## src/sv/assert_macros.svh

```systemverilog
// Assertion macros used by the RTL of the loader.
`ifndef ASSERT_MACROS_SVH
`define ASSERT_MACROS_SVH

// Concurrent check on the rising clock edge, ignored while reset is asserted.
`define ASSERT_CLK(label, prop, msg) \
    label: assert property (@(posedge i_clk) disable iff (!i_rst_n) (prop)) else $error(msg);

// Implication form of the same check.
`define ASSERT_IMPL(label, ante, cons, msg) \
    `ASSERT_CLK(label, (ante) |-> (cons), msg)

`endif

```

## src/sv/ihexl_pkg.sv

```systemverilog
// Types, constants and the helper function of the Intel HEX record loader.
package ihexl_pkg;

    // Address wrap width; the emitted address is always 16 bits.
    localparam int ADDR_BITS = 16;
    localparam logic [15:0] ADDR_MASK = 16'(((33'd1 << ADDR_BITS) - 33'd1) & 33'hFFFF);

    // Output beat layout.
    localparam int OUT_DATA_BITS = 40;

    // Characters recognized by the parser.
    localparam logic [7:0] CH_COLON = 8'h3A;
    localparam logic [7:0] CH_LF    = 8'h0A;
    localparam logic [7:0] CH_CR    = 8'h0D;
    localparam logic [7:0] CH_LO_A  = 8'h61;
    localparam logic [7:0] CH_UP_A  = 8'h41;
    localparam logic [7:0] CH_LO_R  = 8'h72;
    localparam logic [7:0] CH_UP_R  = 8'h52;
    localparam logic [7:0] CH_UP_X  = 8'h58;
    localparam logic [7:0] CASE_FOLD_MASK = 8'hDF;

    // Record types.
    localparam logic [7:0] REC_DATA = 8'h00;
    localparam logic [7:0] REC_EOF  = 8'h01;
    localparam logic [7:0] REC_PAGE = 8'h04;

    typedef enum logic [3:0] {
        PH_IDLE  = 4'd0,
        PH_XCOPY = 4'd1,
        PH_SKIP  = 4'd2,
        PH_LEN   = 4'd3,
        PH_AHI   = 4'd4,
        PH_ALO   = 4'd5,
        PH_TYPE  = 4'd6,
        PH_DATA  = 4'd7,
        PH_CSUM  = 4'd8,
        PH_PAGE0 = 4'd9,
        PH_PAGE1 = 4'd10
    } t_phase;

    typedef enum logic [2:0] {
        ST_OK          = 3'd0,
        ST_SUM_MISMATCH = 3'd1,
        ST_EOF         = 3'd2,
        ST_PAGE_SET    = 3'd3,
        ST_UNSUPPORTED = 3'd4,
        ST_BAD_DIGIT   = 3'd5,
        ST_BAD_PAGE    = 3'd6,
        ST_NOT_ATTACHED = 3'd7
    } t_status;

    typedef struct packed {
        logic        is_write;
        logic        write_page;
        logic [15:0] write_addr;
        logic [7:0]  write_data;
        t_status     status;
        logic [7:0]  sum_residue;
    } t_result;

    // Hex digit value; bit 4 set marks a character that is not a hex digit.
    function automatic logic [4:0] hex_value(input logic [7:0] c);
        logic [4:0] v;
        v = 5'h10;
        if (c >= 8'h30 && c <= 8'h39) begin
            v = 5'(c - 8'h30);
        end else if (c >= 8'h61 && c <= 8'h66) begin
            v = 5'(c - 8'h57);
        end else if (c >= 8'h41 && c <= 8'h46) begin
            v = 5'(c - 8'h37);
        end
        return v;
    endfunction

endpackage

```

## src/sv/intel_hex_record_loader.sv

```systemverilog
// Intel HEX record loader: character stream in, memory writes and record status out.
//
// The loader takes one received character per input beat and answers with at
// most one output beat: either a memory write (tuser bit 0 high) carrying the
// extended page bit, a 16-bit address and the data byte, or a record status
// (tuser bit 0 low) with a 3-bit code and, on a checksum mismatch, the
// nonzero byte sum. Outside a record, ':' opens a record, 'a'/'A' attaches,
// 'r'/'R' releases (both clear the extended page) and 'x'/'X' toggles a
// pass-through in which every character is ignored. Records are read as hex
// pairs of length, address and type; type 00 writes each data byte and then
// checks the sum without a skip, type 04 sets the page, and every other error
// or type reports a status and skips to the next CR or LF. The parser state
// and the result register both update at the accepting edge, so a new
// character is accepted every cycle as long as the output register is empty
// or being drained in the same cycle. The only combinational path from output
// to input is tready, through the output register's occupancy.
`include "assert_macros.svh"

module intel_hex_record_loader (
    input  logic        i_clk,
    input  logic        i_rst_n,
    input  logic        s_axis_tvalid,
    output logic        s_axis_tready,
    input  logic [7:0]  s_axis_tdata,   // [7:0] rx_char
    output logic        m_axis_tvalid,
    input  logic        m_axis_tready,
    // [0] write_page, [16:1] write_addr, [24:17] write_data, [27:25] status,
    // [35:28] sum_residue, [39:36] zero
    output logic [ihexl_pkg::OUT_DATA_BITS-1:0] m_axis_tdata,
    output logic [0:0]  m_axis_tuser    // [0] is_write
);

    // Parser state.
    ihexl_pkg::t_phase r_phase, n_phase;
    logic        r_hi_seen, n_hi_seen;
    logic [3:0]  r_hi_nib, n_hi_nib;
    logic [7:0]  r_rec_len, n_rec_len;
    logic [7:0]  r_bytes_left, n_bytes_left;
    logic [15:0] r_addr, n_addr;
    logic [7:0]  r_sum, n_sum;
    logic        r_page, n_page;
    logic        r_attached, n_attached;

    // Result of the current character and the output register.
    logic                r_out_valid;
    ihexl_pkg::t_result  r_out;
    ihexl_pkg::t_result  n_res;
    logic                n_res_valid;

    logic       w_in_beat;
    logic [4:0] w_digit;
    logic [7:0] w_byte;
    logic [7:0] w_sum_add;
    logic [7:0] w_char;

    // The output register accepts a new result whenever it is empty or drains now.
    assign s_axis_tready = !r_out_valid || m_axis_tready;
    assign w_in_beat     = s_axis_tvalid && s_axis_tready;
    assign w_char        = s_axis_tdata;
    assign w_digit       = ihexl_pkg::hex_value(w_char);
    assign w_byte        = {r_hi_nib, w_digit[3:0]};
    assign w_sum_add     = r_sum + w_byte;

    always_ff @(posedge i_clk) begin
        if (!i_rst_n) begin
            r_phase      <= ihexl_pkg::PH_IDLE;
            r_hi_seen    <= 1'b0;
            r_hi_nib     <= '0;
            r_rec_len    <= '0;
            r_bytes_left <= '0;
            r_addr       <= '0;
            r_sum        <= '0;
            r_page       <= 1'b0;
            r_attached   <= 1'b1;
        end else if (w_in_beat) begin
            r_phase      <= n_phase;
            r_hi_seen    <= n_hi_seen;
            r_hi_nib     <= n_hi_nib;
            r_rec_len    <= n_rec_len;
            r_bytes_left <= n_bytes_left;
            r_addr       <= n_addr;
            r_sum        <= n_sum;
            r_page       <= n_page;
            r_attached   <= n_attached;
        end
    end

    // Next state and result for the character on the input.
    always_comb begin
        n_phase      = r_phase;
        n_hi_seen    = r_hi_seen;
        n_hi_nib     = r_hi_nib;
        n_rec_len    = r_rec_len;
        n_bytes_left = r_bytes_left;
        n_addr       = r_addr;
        n_sum        = r_sum;
        n_page       = r_page;
        n_attached   = r_attached;
        n_res_valid  = 1'b0;
        n_res        = '0;

        case (r_phase)
            ihexl_pkg::PH_IDLE: begin
                if (w_char == ihexl_pkg::CH_COLON) begin
                    if (!r_attached) begin
                        n_res_valid = 1'b1;
                        n_res.status = ihexl_pkg::ST_NOT_ATTACHED;
                        n_phase = ihexl_pkg::PH_SKIP;
                        n_hi_seen = 1'b0;
                    end else begin
                        n_sum = '0;
                        n_hi_seen = 1'b0;
                        n_phase = ihexl_pkg::PH_LEN;
                    end
                end else if (w_char == ihexl_pkg::CH_LO_A || w_char == ihexl_pkg::CH_UP_A) begin
                    n_attached = 1'b1;
                    n_page = 1'b0;
                end else if (w_char == ihexl_pkg::CH_LO_R || w_char == ihexl_pkg::CH_UP_R) begin
                    n_attached = 1'b0;
                    n_page = 1'b0;
                end else if ((w_char & ihexl_pkg::CASE_FOLD_MASK) == ihexl_pkg::CH_UP_X) begin
                    n_phase = ihexl_pkg::PH_XCOPY;
                end
            end
            ihexl_pkg::PH_XCOPY: begin
                if ((w_char & ihexl_pkg::CASE_FOLD_MASK) == ihexl_pkg::CH_UP_X) begin
                    n_phase = ihexl_pkg::PH_IDLE;
                end
            end
            ihexl_pkg::PH_SKIP: begin
                if (w_char == ihexl_pkg::CH_LF || w_char == ihexl_pkg::CH_CR) begin
                    n_phase = ihexl_pkg::PH_IDLE;
                end
            end
            ihexl_pkg::PH_LEN, ihexl_pkg::PH_AHI, ihexl_pkg::PH_ALO,
            ihexl_pkg::PH_TYPE, ihexl_pkg::PH_DATA, ihexl_pkg::PH_CSUM,
            ihexl_pkg::PH_PAGE0, ihexl_pkg::PH_PAGE1: begin
                if (w_digit[4]) begin
                    // Not a hex digit: report and drop the rest of the line.
                    n_res_valid = 1'b1;
                    n_res.status = (r_phase == ihexl_pkg::PH_PAGE0 ||
                                    r_phase == ihexl_pkg::PH_PAGE1)
                                   ? ihexl_pkg::ST_BAD_PAGE : ihexl_pkg::ST_BAD_DIGIT;
                    n_phase = ihexl_pkg::PH_SKIP;
                    n_hi_seen = 1'b0;
                end else if (!r_hi_seen) begin
                    n_hi_nib = w_digit[3:0];
                    n_hi_seen = 1'b1;
                end else begin
                    n_hi_seen = 1'b0;
                    case (r_phase)
                        ihexl_pkg::PH_LEN: begin
                            n_rec_len = w_byte;
                            n_bytes_left = w_byte;
                            n_sum = w_byte;
                            n_phase = ihexl_pkg::PH_AHI;
                        end
                        ihexl_pkg::PH_AHI: begin
                            n_addr = {w_byte, 8'h00};
                            n_sum = w_sum_add;
                            n_phase = ihexl_pkg::PH_ALO;
                        end
                        ihexl_pkg::PH_ALO: begin
                            n_addr = (r_addr | {8'h00, w_byte}) & ihexl_pkg::ADDR_MASK;
                            n_sum = w_sum_add;
                            n_phase = ihexl_pkg::PH_TYPE;
                        end
                        ihexl_pkg::PH_TYPE: begin
                            n_sum = w_sum_add;
                            if (w_byte == ihexl_pkg::REC_DATA) begin
                                n_phase = (r_rec_len != '0) ? ihexl_pkg::PH_DATA
                                                            : ihexl_pkg::PH_CSUM;
                            end else if (w_byte == ihexl_pkg::REC_EOF) begin
                                n_res_valid = 1'b1;
                                n_res.status = ihexl_pkg::ST_EOF;
                                n_phase = ihexl_pkg::PH_SKIP;
                            end else if (w_byte == ihexl_pkg::REC_PAGE) begin
                                n_phase = ihexl_pkg::PH_PAGE0;
                            end else begin
                                n_res_valid = 1'b1;
                                n_res.status = ihexl_pkg::ST_UNSUPPORTED;
                                n_phase = ihexl_pkg::PH_SKIP;
                            end
                        end
                        ihexl_pkg::PH_DATA: begin
                            n_sum = w_sum_add;
                            n_res_valid = 1'b1;
                            n_res.is_write = 1'b1;
                            n_res.write_page = r_page;
                            n_res.write_addr = r_addr;
                            n_res.write_data = w_byte;
                            n_addr = (r_addr + 16'd1) & ihexl_pkg::ADDR_MASK;
                            n_bytes_left = r_bytes_left - 8'd1;
                            if (r_bytes_left == 8'd1) begin
                                n_phase = ihexl_pkg::PH_CSUM;
                            end
                        end
                        ihexl_pkg::PH_CSUM: begin
                            n_sum = w_sum_add;
                            n_phase = ihexl_pkg::PH_IDLE;
                            n_res_valid = 1'b1;
                            n_res.status = (w_sum_add != '0) ? ihexl_pkg::ST_SUM_MISMATCH
                                                             : ihexl_pkg::ST_OK;
                            n_res.sum_residue = w_sum_add;
                        end
                        ihexl_pkg::PH_PAGE0: begin
                            if (w_byte != 8'h00) begin
                                n_res_valid = 1'b1;
                                n_res.status = ihexl_pkg::ST_BAD_PAGE;
                                n_phase = ihexl_pkg::PH_SKIP;
                            end else begin
                                n_phase = ihexl_pkg::PH_PAGE1;
                            end
                        end
                        default: begin
                            // Second page byte: only 0 or 1 is a valid page.
                            n_res_valid = 1'b1;
                            n_phase = ihexl_pkg::PH_SKIP;
                            if (w_byte[7:1] != 7'd0) begin
                                n_res.status = ihexl_pkg::ST_BAD_PAGE;
                            end else begin
                                n_page = w_byte[0];
                                n_res.status = ihexl_pkg::ST_PAGE_SET;
                            end
                        end
                    endcase
                end
            end
            default: begin
                n_phase = ihexl_pkg::PH_IDLE;
            end
        endcase
    end

    // Output register: loads on every input beat, empties when the sink takes it.
    always_ff @(posedge i_clk) begin
        if (!i_rst_n) begin
            r_out_valid <= 1'b0;
        end else if (w_in_beat) begin
            r_out_valid <= n_res_valid;
        end else if (m_axis_tready) begin
            r_out_valid <= 1'b0;
        end
    end

    always_ff @(posedge i_clk) begin
        if (w_in_beat && n_res_valid) begin
            r_out <= n_res;
        end
    end

    assign m_axis_tvalid   = r_out_valid;
    assign m_axis_tuser[0] = r_out.is_write;
    assign m_axis_tdata    = {4'h0, r_out.sum_residue, r_out.status, r_out.write_data,
                              r_out.write_addr, r_out.write_page};

    // A write beat never carries a status code or a residue.
    `ASSERT_IMPL(a_write_clean, r_out_valid && r_out.is_write,
                 r_out.status == ihexl_pkg::ST_OK && r_out.sum_residue == 8'h00,
                 "write beat carries status or residue")

    // Only the data phase of a record produces a write.
    `ASSERT_IMPL(a_write_from_data, w_in_beat && r_phase != ihexl_pkg::PH_DATA,
                 ##1 !(r_out_valid && r_out.is_write),
                 "write produced outside the data phase")

    // Entering the line skip always comes with a reported status.
    `ASSERT_IMPL(a_skip_reports,
                 r_phase == ihexl_pkg::PH_SKIP && $past(r_phase) != ihexl_pkg::PH_SKIP,
                 r_out_valid && !r_out.is_write,
                 "line skip entered without a status beat")

    // A pending high nibble only exists inside a record.
    `ASSERT_IMPL(a_nibble_in_record, r_hi_seen,
                 r_phase != ihexl_pkg::PH_IDLE && r_phase != ihexl_pkg::PH_XCOPY &&
                 r_phase != ihexl_pkg::PH_SKIP,
                 "high nibble pending outside a record")

endmodule
```

## config.mk

```make
export PLATFORM = sky130hd
export DESIGN_NAME = intel_hex_record_loader
export DESIGN_NICKNAME = d
export VERILOG_FILES = /design/src/sv/ihexl_pkg.sv /design/src/sv/intel_hex_record_loader.sv
export VERILOG_INCLUDE_DIRS = /design/src /design/src/sv
export SDC_FILE = /design/constraint.sdc
export NUM_CORES = 1
export LEC_CHECK = 0
export ABC_CLOCK_PERIOD_IN_PS = 7150
export BUFFER_PORTS_ARGS = -buffer_cell sky130_fd_sc_hd__buf_2
export CORE_MARGIN = 2
export CORE_UTILIZATION = 50
export CTS_BUF_LIST = sky130_fd_sc_hd__clkbuf_4 sky130_fd_sc_hd__clkbuf_8
export CTS_CLUSTER_SIZE = 28
export DETAILED_ROUTE_END_ITERATION = 7
export PLACE_DENSITY = 0.69
export SYNTH_ARGS = -nofsm -noshare
export SYNTH_HDL_FRONTEND = slang
export SYNTH_SLANG_ARGS = --single-unit
```

## constraint.sdc

```tcl
create_clock -name i_clk -period 7.15 [get_ports i_clk]
set_input_delay 0.3575 -clock i_clk [delete_from_list [all_inputs] [get_ports i_clk]]
set_output_delay 0.3575 -clock i_clk [all_outputs]
set_load 0.02 [all_outputs]
```

==> summary.txt <==
=================================================================================
Effective utilization at floorplan                                          51.3%
Count of synthesis-stage warnings from yosys                                    0
Worst reg2reg path depth                                                        5
Chip height                                                                107 um
Clock sink count                                                               89
Wire length of the first global-routing pass                              22.1 mm
Via count of the first global-routing pass                                   4285
Run status                                                           complete, no violations
Leakage                                                                   2.19 nW
Clock tree from TritonCTS                                                    done
DRC                                                                             0
Path category of the worst min-delay check                           register to register
Count of state elements after synthesis                                        89
Clock root cell                                                      sky130_fd_sc_hd__clkbuf_8
Largest cells by area after synthesis                                sky130_fd_sc_hd__edfxtp_1 (21%), sky130_fd_sc_hd__dfxtp_1 (20%), sky130_fd_sc_hd__nor2_1 (4.8%), sky130_fd_sc_hd__a21oi_1 (4.3%), sky130_fd_sc_hd__ha_1 (3.6%)
Layout net count                                                              659
Average wire per cell in the routed design                                17.8 um
Number of setup violations in the final report                                  0
Count of input and output buffers                                              50
Via Count                                                                    4689
Number of antenna diodes                                                        0
Number of enable flip-flop cells after synthesis                               37
Finished Core Util                                                          56.2%
Slew Viols, Final                                                               0
Final critical-path required period                                       4.53 ns
Post-synth top area share                                                   21.1%
Share of synthesized flip-flops with an asynchronous set or reset              0%
Fin. Hold Viols                                                                 0
Sequential cell area fraction in the yosys report                           40.8%
Total power draw                                                       0.000922 W
P per Cell Area                                                       160 nW/um^2
Final worst clock skew                                                  0.0160 ns
Setup Crit Path Kind                                                 input pin to register
Worst skew pair latency                                                   0.37 ns
Dpl cell area                                                          5570 sq um
Design Area, Final                                                     5770 sq um
Setup TNS                                                                    0 ns
Synth Flop Type                                                      sky130_fd_sc_hd__dfxtp_1
Area inside the core boundary                                         10300 sq um
Worst IR Drop VDD                                                          108 uV
Rel. slew slack                                                             22.1%
Sum of routed wire length over all layers                                 13.7 mm
Iteration-0 DRC Markers                                                       318
Aggregate global routing overflow                                               0
Launch point of the critical path                                    s_axis_tdata[1]
Max Root-Sink Buffers                                                           2
Capturing element type of the critical path                              register
# Max-Cap Violations                                                            0
Number of nets with antenna violations after routing                            0
Maximum number of pins on one net before global-route repair                   39
Area delta synth->final                                                     9.57%
Post-CTS Hold Fix Bufs                                                          0
Register clock-pin slew on the reported worst setup and hold paths        0.09 ns
RR Startpoint                                                          r_phase[1]
Post-synth design cell area                                            5270 sq um
CTS H-tree lvls                                                                 3
Largest area contributor in the netlist                              sky130_fd_sc_hd__edfxtp_1
Endpoint of the worst setup timing path                              m_axis_tdata[25]
Initial antenna violation count                                                 0
Critical Path AT                                                          4.62 ns
Worst flop-to-flop path endpoint                                     m_axis_tdata[6]
Kind of start point of the critical path                                input pin
Post-CTS repair timing setup buffer count                                       0
Io pins                                                                        55
Setup repair after global routing missed its margin                         false
Mean instance size in the synthesized netlist                          8.75 sq um
Worst-margin pin slew                                                     1.17 ns
Final RePlAce weighted congestion                                           0.943
Area enclosed by the die boundary                                     11400 sq um
Hold slack final                                                         0.471 ns
Detailed Routing Iterations Pass 1                                              5
Worst path required time                                                  7.24 ns
Highest clock frequency the design can meet                             0.221 GHz
Total global-route track usage                                              25.0%
CP max FO                                                                       7
Share of post-route cells with drive strength above 1                       14.3%
Die extent in x                                                            107 um
R2r setup slk                                                             3.91 ns
Sum of net half-perimeters after detailed placement                       9.73 mm
Total CTS buffers                                                               9
Number of standard cells after synthesis                                      602
Vias per cell                                                                6.07
Post-cts resize count                                                           0
Post-route clock period utilization                                         63.4%
Count of cell types in the netlist                                             76
Number of core rows                                                            37
=================================================================================
## cell type report
cell class / instances / area [sq um]
clock inverters: 6 / 65.1
repair buffers: 57 / 303
inverters: 19 / 71.3
clock buffers: 10 / 138
multi-input cells: 455 / 2870
fillers: 986 / 4500
flip-flops and latches: 89 / 2150
well taps: 136 / 170
## synthesized netlist by cell type, types with 8 or more instances
cell type and instances:
sky130_fd_sc_hd__a211oi_1 11, sky130_fd_sc_hd__clkbuf_1 29, sky130_fd_sc_hd__and3_1 24, sky130_fd_sc_hd__inv_1 19
sky130_fd_sc_hd__nor4_1 8, sky130_fd_sc_hd__ha_1 15, sky130_fd_sc_hd__xnor2_1 10, sky130_fd_sc_hd__nor3_1 19
sky130_fd_sc_hd__mux2i_1 9, sky130_fd_sc_hd__dfxtp_1 52, sky130_fd_sc_hd__nand2_1 46, sky130_fd_sc_hd__o21ai_0 37
sky130_fd_sc_hd__nor2_1 67, sky130_fd_sc_hd__edfxtp_1 37, sky130_fd_sc_hd__nand3_1 22, sky130_fd_sc_hd__a21oi_1 45
## cell families after synthesis
| kind of cell | synth area share, % |
|---|---|
| AND/OR/NAND/NOR | 23.1 |
| AO/OA/AOI/OAI | 22.6 |
| flip-flops | 40.8 |
| buffers and inverters | 5.08 |
| adder cells (fa/ha/maj) | 3.94 |
| XOR/XNOR | 2.66 |
| multiplexers | 1.71 |
| other | 0.0712 |
## flip-flops by register name, indices dropped and copies added (netlist names)
| name | cells |
|---|---|
| r_bytes_left | 8 |
| r_page | 1 |
| r_hi_seen | 1 |
| r_addr | 16 |
| r_sum | 8 |
| r_rec_len | 8 |
| m_axis_tvalid | 1 |
| m_axis_tdata | 36 |
| r_attached | 1 |
| r_hi_nib | 4 |
| m_axis_tuser | 1 |
| r_phase | 4 |
## worst min-delay path by stage
stage / depth (start not counted) / start / end / slack [ns]
final: 2 / r_sum[4] / r_sum[4] / 0.47
after global routing: 3 / i_rst_n / r_bytes_left[2] / 0.48
after CTS: 2 / i_rst_n / r_addr[6] / 0.45
after detailed placement: 2 / r_sum[4] / r_sum[4] / 0.46
after global placement: 2 / r_sum[4] / r_sum[4] / 0.45
after floorplan: 2 / r_sum[4] / r_sum[4] / 0.44
## metrics by stage
step / std cells / setup slack (ns)
floorplan: 605 / 1.88
global placement: 756 / 2.59
detailed placement: 756 / 2.34
CTS: 772 / 2.70
global route: 772 / 2.00
finish: 772 / 2.62
## report_power, final
group	internal [W]	switching, W	leakage [nW]	total [W]
clock network	0.000172	0.000179	0.105	0.000351
logic	0.0000131	0.0000331	1.32	0.0000462
registers	0.000524	0.00000103	0.766	0.000525
## placed cells by master (no fill, tap or decap), types with 4 or more instances in the layout
master,synthesis,layout
sky130_fd_sc_hd__nor2_1,67,67
sky130_fd_sc_hd__dfxtp_1,52,52
sky130_fd_sc_hd__buf_2,4,50
sky130_fd_sc_hd__nand2_1,46,46
sky130_fd_sc_hd__a21oi_1,45,45
sky130_fd_sc_hd__o21ai_0,37,37
sky130_fd_sc_hd__edfxtp_1,37,37
sky130_fd_sc_hd__and3_1,24,24
sky130_fd_sc_hd__nand3_1,22,22
sky130_fd_sc_hd__nor3_1,19,19
sky130_fd_sc_hd__inv_1,19,19
sky130_fd_sc_hd__ha_1,15,15
sky130_fd_sc_hd__a211oi_1,11,11
sky130_fd_sc_hd__xnor2_1,10,10
sky130_fd_sc_hd__clkbuf_8,0,10
sky130_fd_sc_hd__mux2i_1,9,9
sky130_fd_sc_hd__nor4_1,8,8
sky130_fd_sc_hd__or3_1,7,7
sky130_fd_sc_hd__or4_1,7,7
sky130_fd_sc_hd__a22o_1,7,7
sky130_fd_sc_hd__buf_4,5,7
sky130_fd_sc_hd__o31ai_1,7,6
sky130_fd_sc_hd__a31oi_1,6,6
sky130_fd_sc_hd__xor2_1,6,6
sky130_fd_sc_hd__o21a_1,6,6
sky130_fd_sc_hd__nand2b_1,5,5
sky130_fd_sc_hd__a22oi_1,5,5
sky130_fd_sc_hd__o32ai_1,5,5
sky130_fd_sc_hd__and2_1,5,5
sky130_fd_sc_hd__a221oi_1,5,5
sky130_fd_sc_hd__o21bai_1,4,4
sky130_fd_sc_hd__nand4_1,4,4
sky130_fd_sc_hd__o211ai_1,4,4
sky130_fd_sc_hd__conb_1,1,4
## metal layers
layer | vias up | routed length [um] | share of wire (%) | GRT usage [%]
met3 | 36 | 1140 | 8.3 | 5.29
li1 | 2294 | - | - | -
met1 | 2152 | 5860 | 43 | 32.0
met4 | 0 | 514 | 3.7 | 12.4
met5 | - | 0 | 0 | 0
met2 | 207 | 6220 | 45 | 40.2
## worst max-delay path, cell delays in order
cell	delay, ns
sky130_fd_sc_hd__buf_2	0.15
sky130_fd_sc_hd__inv_1	0.08
sky130_fd_sc_hd__ha_1	0.25
sky130_fd_sc_hd__nor3b_1	0.64
sky130_fd_sc_hd__nor3_1	0.17
sky130_fd_sc_hd__nor2_1	0.55
sky130_fd_sc_hd__inv_1	0.25
sky130_fd_sc_hd__ha_1	0.37
sky130_fd_sc_hd__o21ai_0	0.09
sky130_fd_sc_hd__o21bai_1	0.10
sky130_fd_sc_hd__a2111oi_0	0.76
sky130_fd_sc_hd__o21ai_0	0.24
sky130_fd_sc_hd__a2111oi_0	0.44
sky130_fd_sc_hd__o21ai_0	0.17
Note: power is estimated with default switching activity, not from simulation.
